### src/rtl/sorted_priority_queue_core_macros.svh
// Assertion macros shared by the priority queue RTL.
// Each macro samples on clock and is disabled while reset is high.
`ifndef SORTED_PRIORITY_QUEUE_CORE_MACROS_SVH
`define SORTED_PRIORITY_QUEUE_CORE_MACROS_SVH

// Same-cycle implication.
`define SPQ_ASSERT_NOW(lbl, ante, cons) \
   lbl: assert property (@(posedge clock) disable iff (reset) (ante) |-> (cons)) \
      else $error("priority queue check failed");

// Next-cycle implication.
`define SPQ_ASSERT_NEXT(lbl, ante, cons) \
   lbl: assert property (@(posedge clock) disable iff (reset) (ante) |=> (cons)) \
      else $error("priority queue check failed");

`endif

### src/rtl/spq_pkg.sv
`timescale 1ns / 1ps
package spq_pkg;

   localparam int CAPACITY = 16;
   localparam int FILL_W   = $clog2(CAPACITY + 1);

   // Command codes
   localparam logic [1:0] CMD_ENQUEUE = 2'd0;
   localparam logic [1:0] CMD_DEQUEUE = 2'd1;
   localparam logic [1:0] CMD_PEEK    = 2'd2;
   // Spare encoding: accepted, leaves the queue alone, answers all zero
   localparam logic [1:0] CMD_UNUSED  = 2'd3;

   // Status codes
   localparam logic [1:0] STATUS_OK        = 2'd0;
   localparam logic [1:0] STATUS_UNDERFLOW = 2'd1;
   localparam logic [1:0] STATUS_FULL      = 2'd2;

   typedef struct packed {
      logic [1:0]         cmd;
      logic signed [31:0] item_value;
      logic signed [31:0] item_priority;
   } spq_req_type;

   typedef struct packed {
      logic signed [31:0] out_item;
      logic signed [31:0] out_priority;
      logic [1:0]         status;
   } spq_rsp_type;

   typedef struct packed {
      logic signed [31:0] item;
      logic signed [31:0] prio;
   } spq_entry_type;

   // Broadcast to every cell of the chain
   typedef struct packed {
      logic          enq;
      logic          deq;
      spq_entry_type ins;
   } spq_ctrl_type;

endpackage

### src/rtl/spq_cell.sv
`timescale 1ns / 1ps
module spq_cell
   import spq_pkg::*;
(
   input  logic          clock,
   input  spq_ctrl_type  ctrl_i,
   input  logic          is_head_i,
   input  logic          valid_i,
   input  logic          left_gt_i,
   input  spq_entry_type left_entry_i,
   input  spq_entry_type right_entry_i,
   output logic          gt_o,
   output spq_entry_type entry_o
);

   spq_entry_type entry_ff;
   spq_entry_type entry_in;

   // Flag whether this slot stays ahead of the new entry
   always_comb begin
      if (is_head_i) begin
         gt_o = valid_i & !($signed(ctrl_i.ins.prio) > $signed(entry_ff.prio));
      end else begin
         gt_o = valid_i & ($signed(entry_ff.prio) > $signed(ctrl_i.ins.prio));
      end
   end

   // Hold, take the new entry, shift down on insert or shift up on removal
   always_comb begin
      entry_in = entry_ff;
      if (ctrl_i.enq) begin
         if (!gt_o) begin
            entry_in = left_gt_i ? ctrl_i.ins : left_entry_i;
         end
      end else if (ctrl_i.deq) begin
         entry_in = right_entry_i;
      end
   end

   always_ff @(posedge clock) begin
      entry_ff <= entry_in;
   end

   assign entry_o = entry_ff;

endmodule

### src/rtl/sorted_priority_queue_core.sv
`timescale 1ns / 1ps
// Channel   Direction  Payload        Handshake
// req_      in         spq_req_type   req_valid / req_ready
// rsp_      out        spq_rsp_type   rsp_valid / rsp_ready
//
// In the cell chain all slots compare against the new priority in parallel
// and shift in the same edge. The result appears in the output register the
// cycle after acceptance.
// Synchronous reset empties the queue; slot contents are not cleared.
// A result waiting on rsp_ready stalls new requests only when it is not taken
// in the same cycle.
module sorted_priority_queue_core
   import spq_pkg::*;
(
   input  logic        clock,
   input  logic        reset,
   input  logic        req_valid,
   output logic        req_ready,
   input  spq_req_type req_data,
   output logic        rsp_valid,
   input  logic        rsp_ready,
   output spq_rsp_type rsp_data
);

`include "sorted_priority_queue_core_macros.svh"

   logic [FILL_W-1:0] fill_ff, fill_in;
   logic              rsp_valid_ff, rsp_valid_in;
   spq_rsp_type       rsp_ff, rsp_in;

   logic                  accept;
   logic                  full, empty;
   spq_ctrl_type          ctrl;
   logic [CAPACITY-1:0]   valid;
   logic [CAPACITY-1:0]   gt;
   spq_entry_type         ent [CAPACITY];

   assign req_ready = !rsp_valid_ff || rsp_ready;
   assign accept    = req_valid && req_ready;
   assign full      = (fill_ff == FILL_W'(CAPACITY));
   assign empty     = (fill_ff == '0);

   // Broadcast control to the chain
   always_comb begin
      ctrl.enq       = accept && (req_data.cmd == CMD_ENQUEUE) && !full;
      ctrl.deq       = accept && (req_data.cmd == CMD_DEQUEUE) && !empty;
      ctrl.ins.item  = req_data.item_value;
      ctrl.ins.prio  = req_data.item_priority;
   end

   // Build the chain of slots
   for (genvar k = 0; k < CAPACITY; k++) begin : g_cell
      logic          left_gt;
      spq_entry_type left_entry;
      spq_entry_type right_entry;

      assign valid[k] = (fill_ff > FILL_W'(k));

      if (k == 0) begin : g_first
         assign left_gt    = 1'b1;
         assign left_entry = '0;
      end else begin : g_rest
         assign left_gt    = gt[k-1];
         assign left_entry = ent[k-1];
      end

      if (k == CAPACITY - 1) begin : g_last
         assign right_entry = '0;
      end else begin : g_inner
         assign right_entry = ent[k+1];
      end

      spq_cell u_cell (
         .clock         (clock),
         .ctrl_i        (ctrl),
         .is_head_i     (k == 0),
         .valid_i       (valid[k]),
         .left_gt_i     (left_gt),
         .left_entry_i  (left_entry),
         .right_entry_i (right_entry),
         .gt_o          (gt[k]),
         .entry_o       (ent[k])
      );
   end

   // Advance the fill count
   always_comb begin
      fill_in = fill_ff;
      if (ctrl.enq) begin
         fill_in = fill_ff + 1'b1;
      end else if (ctrl.deq) begin
         fill_in = fill_ff - 1'b1;
      end
   end

   // Form the result from the head slot
   always_comb begin
      rsp_in = '0;
      case (req_data.cmd)
         CMD_ENQUEUE: begin
            if (full) begin
               rsp_in.status = STATUS_FULL;
            end
         end
         CMD_DEQUEUE: begin
            if (empty) begin
               rsp_in.status = STATUS_UNDERFLOW;
            end else begin
               rsp_in.out_item     = ent[0].item;
               rsp_in.out_priority = ent[0].prio;
            end
         end
         CMD_PEEK: begin
            if (empty) begin
               rsp_in.status = STATUS_UNDERFLOW;
            end else begin
               rsp_in.out_item = ent[0].item;
            end
         end
         default: begin
            rsp_in = '0;
         end
      endcase
   end

   // Hold the result until it is taken
   assign rsp_valid_in = accept || (rsp_valid_ff && !rsp_ready);

   always_ff @(posedge clock) begin
      if (reset) begin
         fill_ff      <= '0;
         rsp_valid_ff <= 1'b0;
      end else begin
         fill_ff      <= fill_in;
         rsp_valid_ff <= rsp_valid_in;
      end
   end

   always_ff @(posedge clock) begin
      if (accept) begin
         rsp_ff <= rsp_in;
      end
   end

   assign rsp_valid = rsp_valid_ff;
   assign rsp_data  = rsp_ff;

   `SPQ_ASSERT_NOW(a_fill_bound, 1'b1, fill_ff <= FILL_W'(CAPACITY))
   `SPQ_ASSERT_NEXT(a_enq_grows, ctrl.enq, fill_ff == $past(fill_ff) + 1'b1)
   `SPQ_ASSERT_NEXT(a_deq_shrinks, ctrl.deq, fill_ff == $past(fill_ff) - 1'b1)
   `SPQ_ASSERT_NEXT(a_rsp_follows, accept, rsp_valid_ff)
   `SPQ_ASSERT_NOW(a_head_order, valid[1], $signed(ent[0].prio) >= $signed(ent[1].prio))

endmodule
### config.mk
export PLATFORM = sky130hd
export DESIGN_NAME = sorted_priority_queue_core
export DESIGN_NICKNAME = d
export VERILOG_FILES = /design/src/rtl/spq_pkg.sv /design/src/rtl/spq_cell.sv /design/src/rtl/sorted_priority_queue_core.sv
export VERILOG_INCLUDE_DIRS = /design/src /design/src/rtl
export SDC_FILE = /design/constraint.sdc
export NUM_CORES = 2
export LEC_CHECK = 0
export BUFFER_PORTS_ARGS = -buffer_cell sky130_fd_sc_hd__buf_2
export CORE_MARGIN = 4
export CORE_UTILIZATION = 40
export DETAILED_ROUTE_END_ITERATION = 8
export SLEW_MARGIN = 20
export SYNTH_ARGS = -nofsm -noshare
export SYNTH_HDL_FRONTEND = slang
export SYNTH_SLANG_ARGS = --single-unit
### constraint.sdc
create_clock -name clock -period 26.1 [get_ports clock]
set_input_delay 1.305 -clock clock [delete_from_list [all_inputs] [get_ports clock]]
set_output_delay 1.305 -clock clock [all_outputs]
set_load 0.005 [all_outputs]
# ---- Yosys cells after proc, flatten, opt, wreduce, memory -nomap -nowiden
# Index checks and enable logic that the tools add are counted.
dict set report word_totals {
  wordCells 212
  reg_bits 1096
  output_inout_bits 68
}
dict set report op_classes {
  addsub 2
  mux 71
  n_bitwise 17
  eq_ne 19
  n_lt_le_gt_ge 32
  reduce_logical 34
}
# op count
set ops {}
lappend ops {{2-to-1 mux 64 bit} 64}
lappend ops {{greater-than comparator 32 bit} 16}
lappend ops {{case mux 32 bit (2 select lines)} 1}
lappend ops {{greater-than comparator 5 x 4 -> 1 bit (second input constant)} 8}
lappend ops {{2-to-1 mux 32 bit} 1}
lappend ops {{inequality test 2 bit (second input constant)} 16}
lappend ops {{AND reduction 2 bit} 16}
lappend ops {{greater-than comparator 5 x 3 -> 1 bit (second input constant)} 4}
lappend ops {{AND 1 bit} 16}
lappend ops {{greater-than comparator 5 x 1 -> 1 bit (second input constant)} 2}
lappend ops {{greater-than comparator 5 x 2 -> 1 bit (second input constant)} 2}
lappend ops {{2-to-1 mux 5 bit} 2}
lappend ops {{logical AND 1 bit} 6}
lappend ops {{adder 5 x 1 -> 5 bit (second input constant)} 1}
lappend ops {{== test 5 bit (second input constant)} 1}
lappend ops {{zero test 1 bit} 5}
lappend ops {{zero test 5 bit} 1}
lappend ops {{subtractor 5 x 1 -> 5 bit (second input constant)} 1}
lappend ops {{case mux 2 bit (2 select lines)} 1}
lappend ops {{OR reduction 2 bit} 2}
lappend ops {{== test 2 x 1 -> 1 bit (second input constant)} 1}
lappend ops {{== test 2 bit (second input constant)} 1}
lappend ops {{zero test 2 bit} 1}
lappend ops {{logical OR 1 bit} 2}
lappend ops {{other kinds (4)} 4}

# ---- Longest topological paths before layout
dict set report depth {
  ltp_word 7
  mapped_depth 12
  mapped_depth_nobuf 10
}

# ---- Modules after synthesis
# From an unflattened synthesis, not the netlist that was laid out.
dict set report hier_totals {
  cells_unflattened 6623
  area_unflattened_um2 68121.6
}
# module area_per_inst_um2 cells_per_inst instances
set by_module_without_submodules {}
lappend by_module_without_submodules {spq_cell 4061.4 399 16}
lappend by_module_without_submodules {sorted_priority_queue_core 3139.3 239 1}

# ---- Worst setup path after synthesis
# No wires, ideal clock.
dict set report synth_path {
  path_kind {input port to flip-flop}
  startpoint {in rsp_ready}
  endpoint {reg g_cell[15].u_cell.entry_ff, in the netlist g_cell[15].u_cell.entry_o[0] (enable)}
  t_required_ns 25.516
  path_buffers 3
  setup_slack_ns 16.097
  arrival_ns 9.419
  path_stages 8
  path_cell_list {nand2b_1 -> and2_1 -> clkbuf_1 -> nand3_1 -> clkbuf_1 -> clkbuf_1 -> nand2_1 -> a21boi_0}
}
dict set report synth_between {
  elab_chain_len 6
  elab_cells_between_ends 9
  cone_classes {eq/ne (1); reduce/logical (8)}
}
# item line_no
set synth_rtl {}
lappend synth_rtl {{from (decl)} sorted_priority_queue_core.sv:21} ;# input logic rsp_ready,
lappend synth_rtl {{logical OR 1 bit *} sorted_priority_queue_core.sv:38} ;# assign req_ready = !rsp_valid_ff || rsp_ready;
lappend synth_rtl {{logical AND 1 bit *} sorted_priority_queue_core.sv:39} ;# assign accept = req_valid && req_ready;
lappend synth_rtl {{named net accept} sorted_priority_queue_core.sv:31} ;# logic accept;
lappend synth_rtl {{logical AND 1 bit (on tied branches) (2 in series)} {sorted_priority_queue_core.sv:45, sorted_priority_queue_core.sv:46}}
lappend synth_rtl {{inequality test 2 bit (no source line) or nonzero test 2 bit (tied branches)} n/a}
lappend synth_rtl {{AND reduction 2 bit (no source line) *} n/a}
lappend synth_rtl {{to (signal assigned)} spq_cell.sv:41} ;# entry_ff <= entry_in;
lappend synth_rtl {{to (decl)} spq_cell.sv:16} ;# spq_entry_type entry_ff;
# Mark *: on every way through the listed nets, which the timed path passes. The rest lies on a longest branch.
# A chain may end at the register's enable or synchronous reset.

# ---- Worst setup path in the final report
dict set report layout_path {
  startpoint {in req_data[19] (netlist name)}
  endpoint {reg g_cell[6].u_cell.entry_ff, in the netlist g_cell[6].u_cell.entry_o[32] (enable)}
}
dict set report layout_between {
  elab_chain_len 4
}
# item line_no
set layout_rtl {}
lappend layout_rtl {{from (decl)} sorted_priority_queue_core.sv:19} ;# input spq_req_type req_data,
lappend layout_rtl {{greater-than comparator 32 bit} spq_cell.sv:24} ;# gt_o = valid_i & ($signed(entry_ff.prio) > $signed(ctrl_i.ins.prio));
lappend layout_rtl {{AND 1 bit} spq_cell.sv:24}
lappend layout_rtl {{inequality test 2 bit (no source line)} n/a}
lappend layout_rtl {{AND reduction 2 bit (no source line)} n/a}
lappend layout_rtl {{to (signal assigned)} spq_cell.sv:41}
lappend layout_rtl {{to (decl)} spq_cell.sv:16}
# No other way between the ends.

==> metrics <==
CP max stage delay 0.90 ns; final wirelength 228000 um; Clock Sinks 1096; max cap viols 0; layout cells sized above 1 under 10%; hold depth 2; post-synthesis async set-or-reset flop share 0%; CP required ~26 ns; Multi-input gate area 0.0295 mm2; io pins 138; Routed Antenna Nets 0; Initial Utilization about two fifths; vias per cell about 6.3; Area growth syn-to-layout 10.7%; worst vdd ir between 0.05 and 0.06 mV; critical path data arrival time 6.53 ns; power density over cell area 60.9 mW/mm2; crit start category input pin; CP top delay family compound AO/OA/AOI/OAI gates; clock buffer depth 3; Synth top area share around 50%; DRT Pass-1 Iters 7; Slew Viols, Final 0; Post-route DRC 0; Worst slew margin 19.5%; Worst Max-Slew Pin Slew about 1.2 ns; total gr overflow 0; setup tns final 0 ns; post-synth top area cell edfxtp_1; most used flip-flop cell after synthesis edfxtp_1; largest net degree at the start of global routing ~180; die width approximately 410 um; Resized Gates After CTS 0; slowest library cell on the worst path a2111oi_0; core area 0.159 mm2; Filler Cell Count around 15000; worst reg2reg setup slack 20.66 ns; Inserted Clock Buffers 130; # hold bufs at CTS 0; status complete, no violations; RSZ-0062 raised after global routing false; # H-tree levels 4; post-CTS setup buffer count 0; Yosys warnings 0; clock root buffer clkbuf_16; Seq/Total Area, Yosys 51.1%; first-pass GRT wire length around 330000 um; drt wl/cell roughly 28 um; 1st-iter DRT viols 6741; min-delay worst type reg -> reg; reg2reg end g_cell[7].u_cell.entry_o[23]; synth top area cells edfxtp_1, ha_1, a221o_1; setup violators final 0; sequential cell area 0.0329 mm2; Hold Crit Endpoint rsp_valid; Die Area between 0.15 and 0.2 mm2; CP Class in -> reg; Avg Inst Size Synth 10.5 um2; Worst Reg-to-Reg Cells 10; Final nets ~6600; crit-path cells buf_2 > inv_1 > ha_1 > a21oi_1 > o21ai_0 > a221o_1 > a2111oi_0 > a21o_1 > nand2_4 > o21ai_4 > buf_4; Yosys reg bits 1096; Min-Delay Startpoint rsp_valid; vias in the first global route 49000; Worst Path Buf+Inv 3; antenna violations before repair 15; clk_lat worst skew 0.79 ns; GRT Overall Usage 26.4%; Die Span Y 409 um; P_leak 0.0270 uW; Worst-path clk slew 0.06 ns; crit path time final between 6 and 7 ns; Fin. Hold Viols 0; fin crit share 23.5%; skew final 0.0274 ns; fmax 163 MHz; Detailed Place HPWL 147000 um; PortBufs 137; syn nets ~6700; CTS tree yes; routability cong. 0.965; Synth cell types 63; filler-free cell count of the finished design about 8300; Post-synth EDFFs 1090; reg2reg start fill_ff[0]; cells after synthesis 6113; CP Capture Type flip-flop; Cell Rows 146; critical path peak fanout 62; Worst Setup SP req_data[19]; placed cell count between 8000 and 9000; vias 52000; synthesized area 0.0643 mm2
-- state kept, by name (all words and copies together) (netlist names) --
| register | flops |
|---|---|
| fill_ff | 5 |
| g_cell.u_cell.entry_o | 1024 |
| rsp_valid | 1 |
| rsp_data | 66 |
-- layer usage --
metal / wire length (um) / vias to the layer above / track usage (%)
li1: - / 23200 / -
met1: 97300 / 25800 / 36.7
met2: 102000 / 2523 / 40.5
met3: 19500 / 440 / 4.95
met4: 9910 / 8 / 10.9
met5: 55 / - / 0
-- worst min-delay path: stages, from the launching register on --
cell	delay (ns)
dfxtp_1	0.31
nand2b_1	0.11
a21oi_1	0.08
-- cells by family after synthesis --
| kind of cell | Yosys count | synth area share (%) |
|---|---|---|
| DFF | 1096 | 51.1 |
| and+or+nand+nor | 2270 | 15.0 |
| xor gates and xnor gates | 3 | 0.0409 |
| muxes | 199 | 3.10 |
| buffers and inverters | 598 | 3.67 |
| AOI/OAI and AO/OA | 1426 | 17.0 |
| adders and majority gates | 521 | 10.1 |
-- synth_stat cells (9+ instances only) --
cell / count
nand2_1: 1018
edfxtp_1: 1090
nand4_1: 98
a21boi_0: 12
o211ai_1: 145
nor2b_1: 23
ha_1: 521
mux2i_1: 198
and4_1: 19
buf_1: 15
a21o_1: 80
and3_1: 39
nand2b_1: 9
clkbuf_1: 331
a31oi_1: 14
o21ai_0: 199
nor2_1: 702
and2_1: 35
o21a_1: 14
inv_1: 108
a221o_1: 584
nor3_1: 53
clkinv_1: 63
a21oi_1: 316
nand3_1: 225
buf_2: 76
nor4_1: 23
-- worst max-delay path by stage --
stage                                   endpoint  slack (ns)  depth (start not counted)
floorplan           g_cell[15].u_cell.entry_o[0]       16.10                          8
global placement    g_cell[2].u_cell.entry_o[11]       19.11                         10
detailed placement  g_cell[6].u_cell.entry_o[39]       19.18                         11
CTS                 g_cell[6].u_cell.entry_o[32]       19.97                         11
global route        g_cell[6].u_cell.entry_o[32]       19.84                         11
finish              g_cell[6].u_cell.entry_o[32]       19.96                         11
-- where the power goes --
| group | switching [uW] | leakage (uW) | internal (uW) | total [uW] |
|---|---|---|---|---|
| Sequential | 53.4 | 0.0102 | 2030 | 2080 |
| Clock | 772 | 0.00194 | 991 | 1760 |
| Combinational | 329 | 0.0149 | 166 | 495 |
-- layout by cell type (no fill, tap or decap), types with 13 or more instances in the layout --
cell	synthesis	routed
nor2b_1	23	23
nand3_1	225	223
and4_1	19	19
nand4_1	98	98
o211ai_1	145	145
a21oi_1	316	315
nor2_1	702	702
buf_2	76	137
and3_1	39	38
nor3_1	53	52
a21o_1	80	80
and2_1	35	34
ha_1	521	520
clkinv_1	63	95
o21ai_0	199	187
a221o_1	584	584
inv_1	108	108
nor4_1	23	21
clkbuf_16	0	132
edfxtp_1	1090	1090
o21a_1	14	13
clkinv_2	0	18
buf_4	5	75
clkbuf_1	331	31
a31oi_1	14	13
mux2i_1	198	194
nand2_1	1018	1010
-- layout make-up --
| type | count | share of cell area (%) |
|---|---|---|
| timing repair buffer | 224 | 2.11 |
| clock buffer | 163 | 4.80 |
| tap | 2146 | 3.77 |
| inverter | 171 | 0.902 |
| clock inverter | 70 | 0.805 |
| antenna | 10 | 0.0352 |
| sequential | 1096 | 46.1 |
| multi-input combinational | 4419 | 41.4 |
-- through the flow --
stage	setup slack, ns	total power [uW]	hold WS, ns	utilization (%)	cell area, um2
after detailed placement	19.18	2600	0.529	42.2	67100
after global placement	19.11	2590	0.503	42.1	67000
after global routing	19.84	4490	0.541	44.7	71200
after floorplan	16.10	2410	0.518	-	64300
after CTS	19.97	4360	0.543	44.7	71100
final	19.96	4340	0.545	44.7	71200
Power figures use the tool's default switching activity.
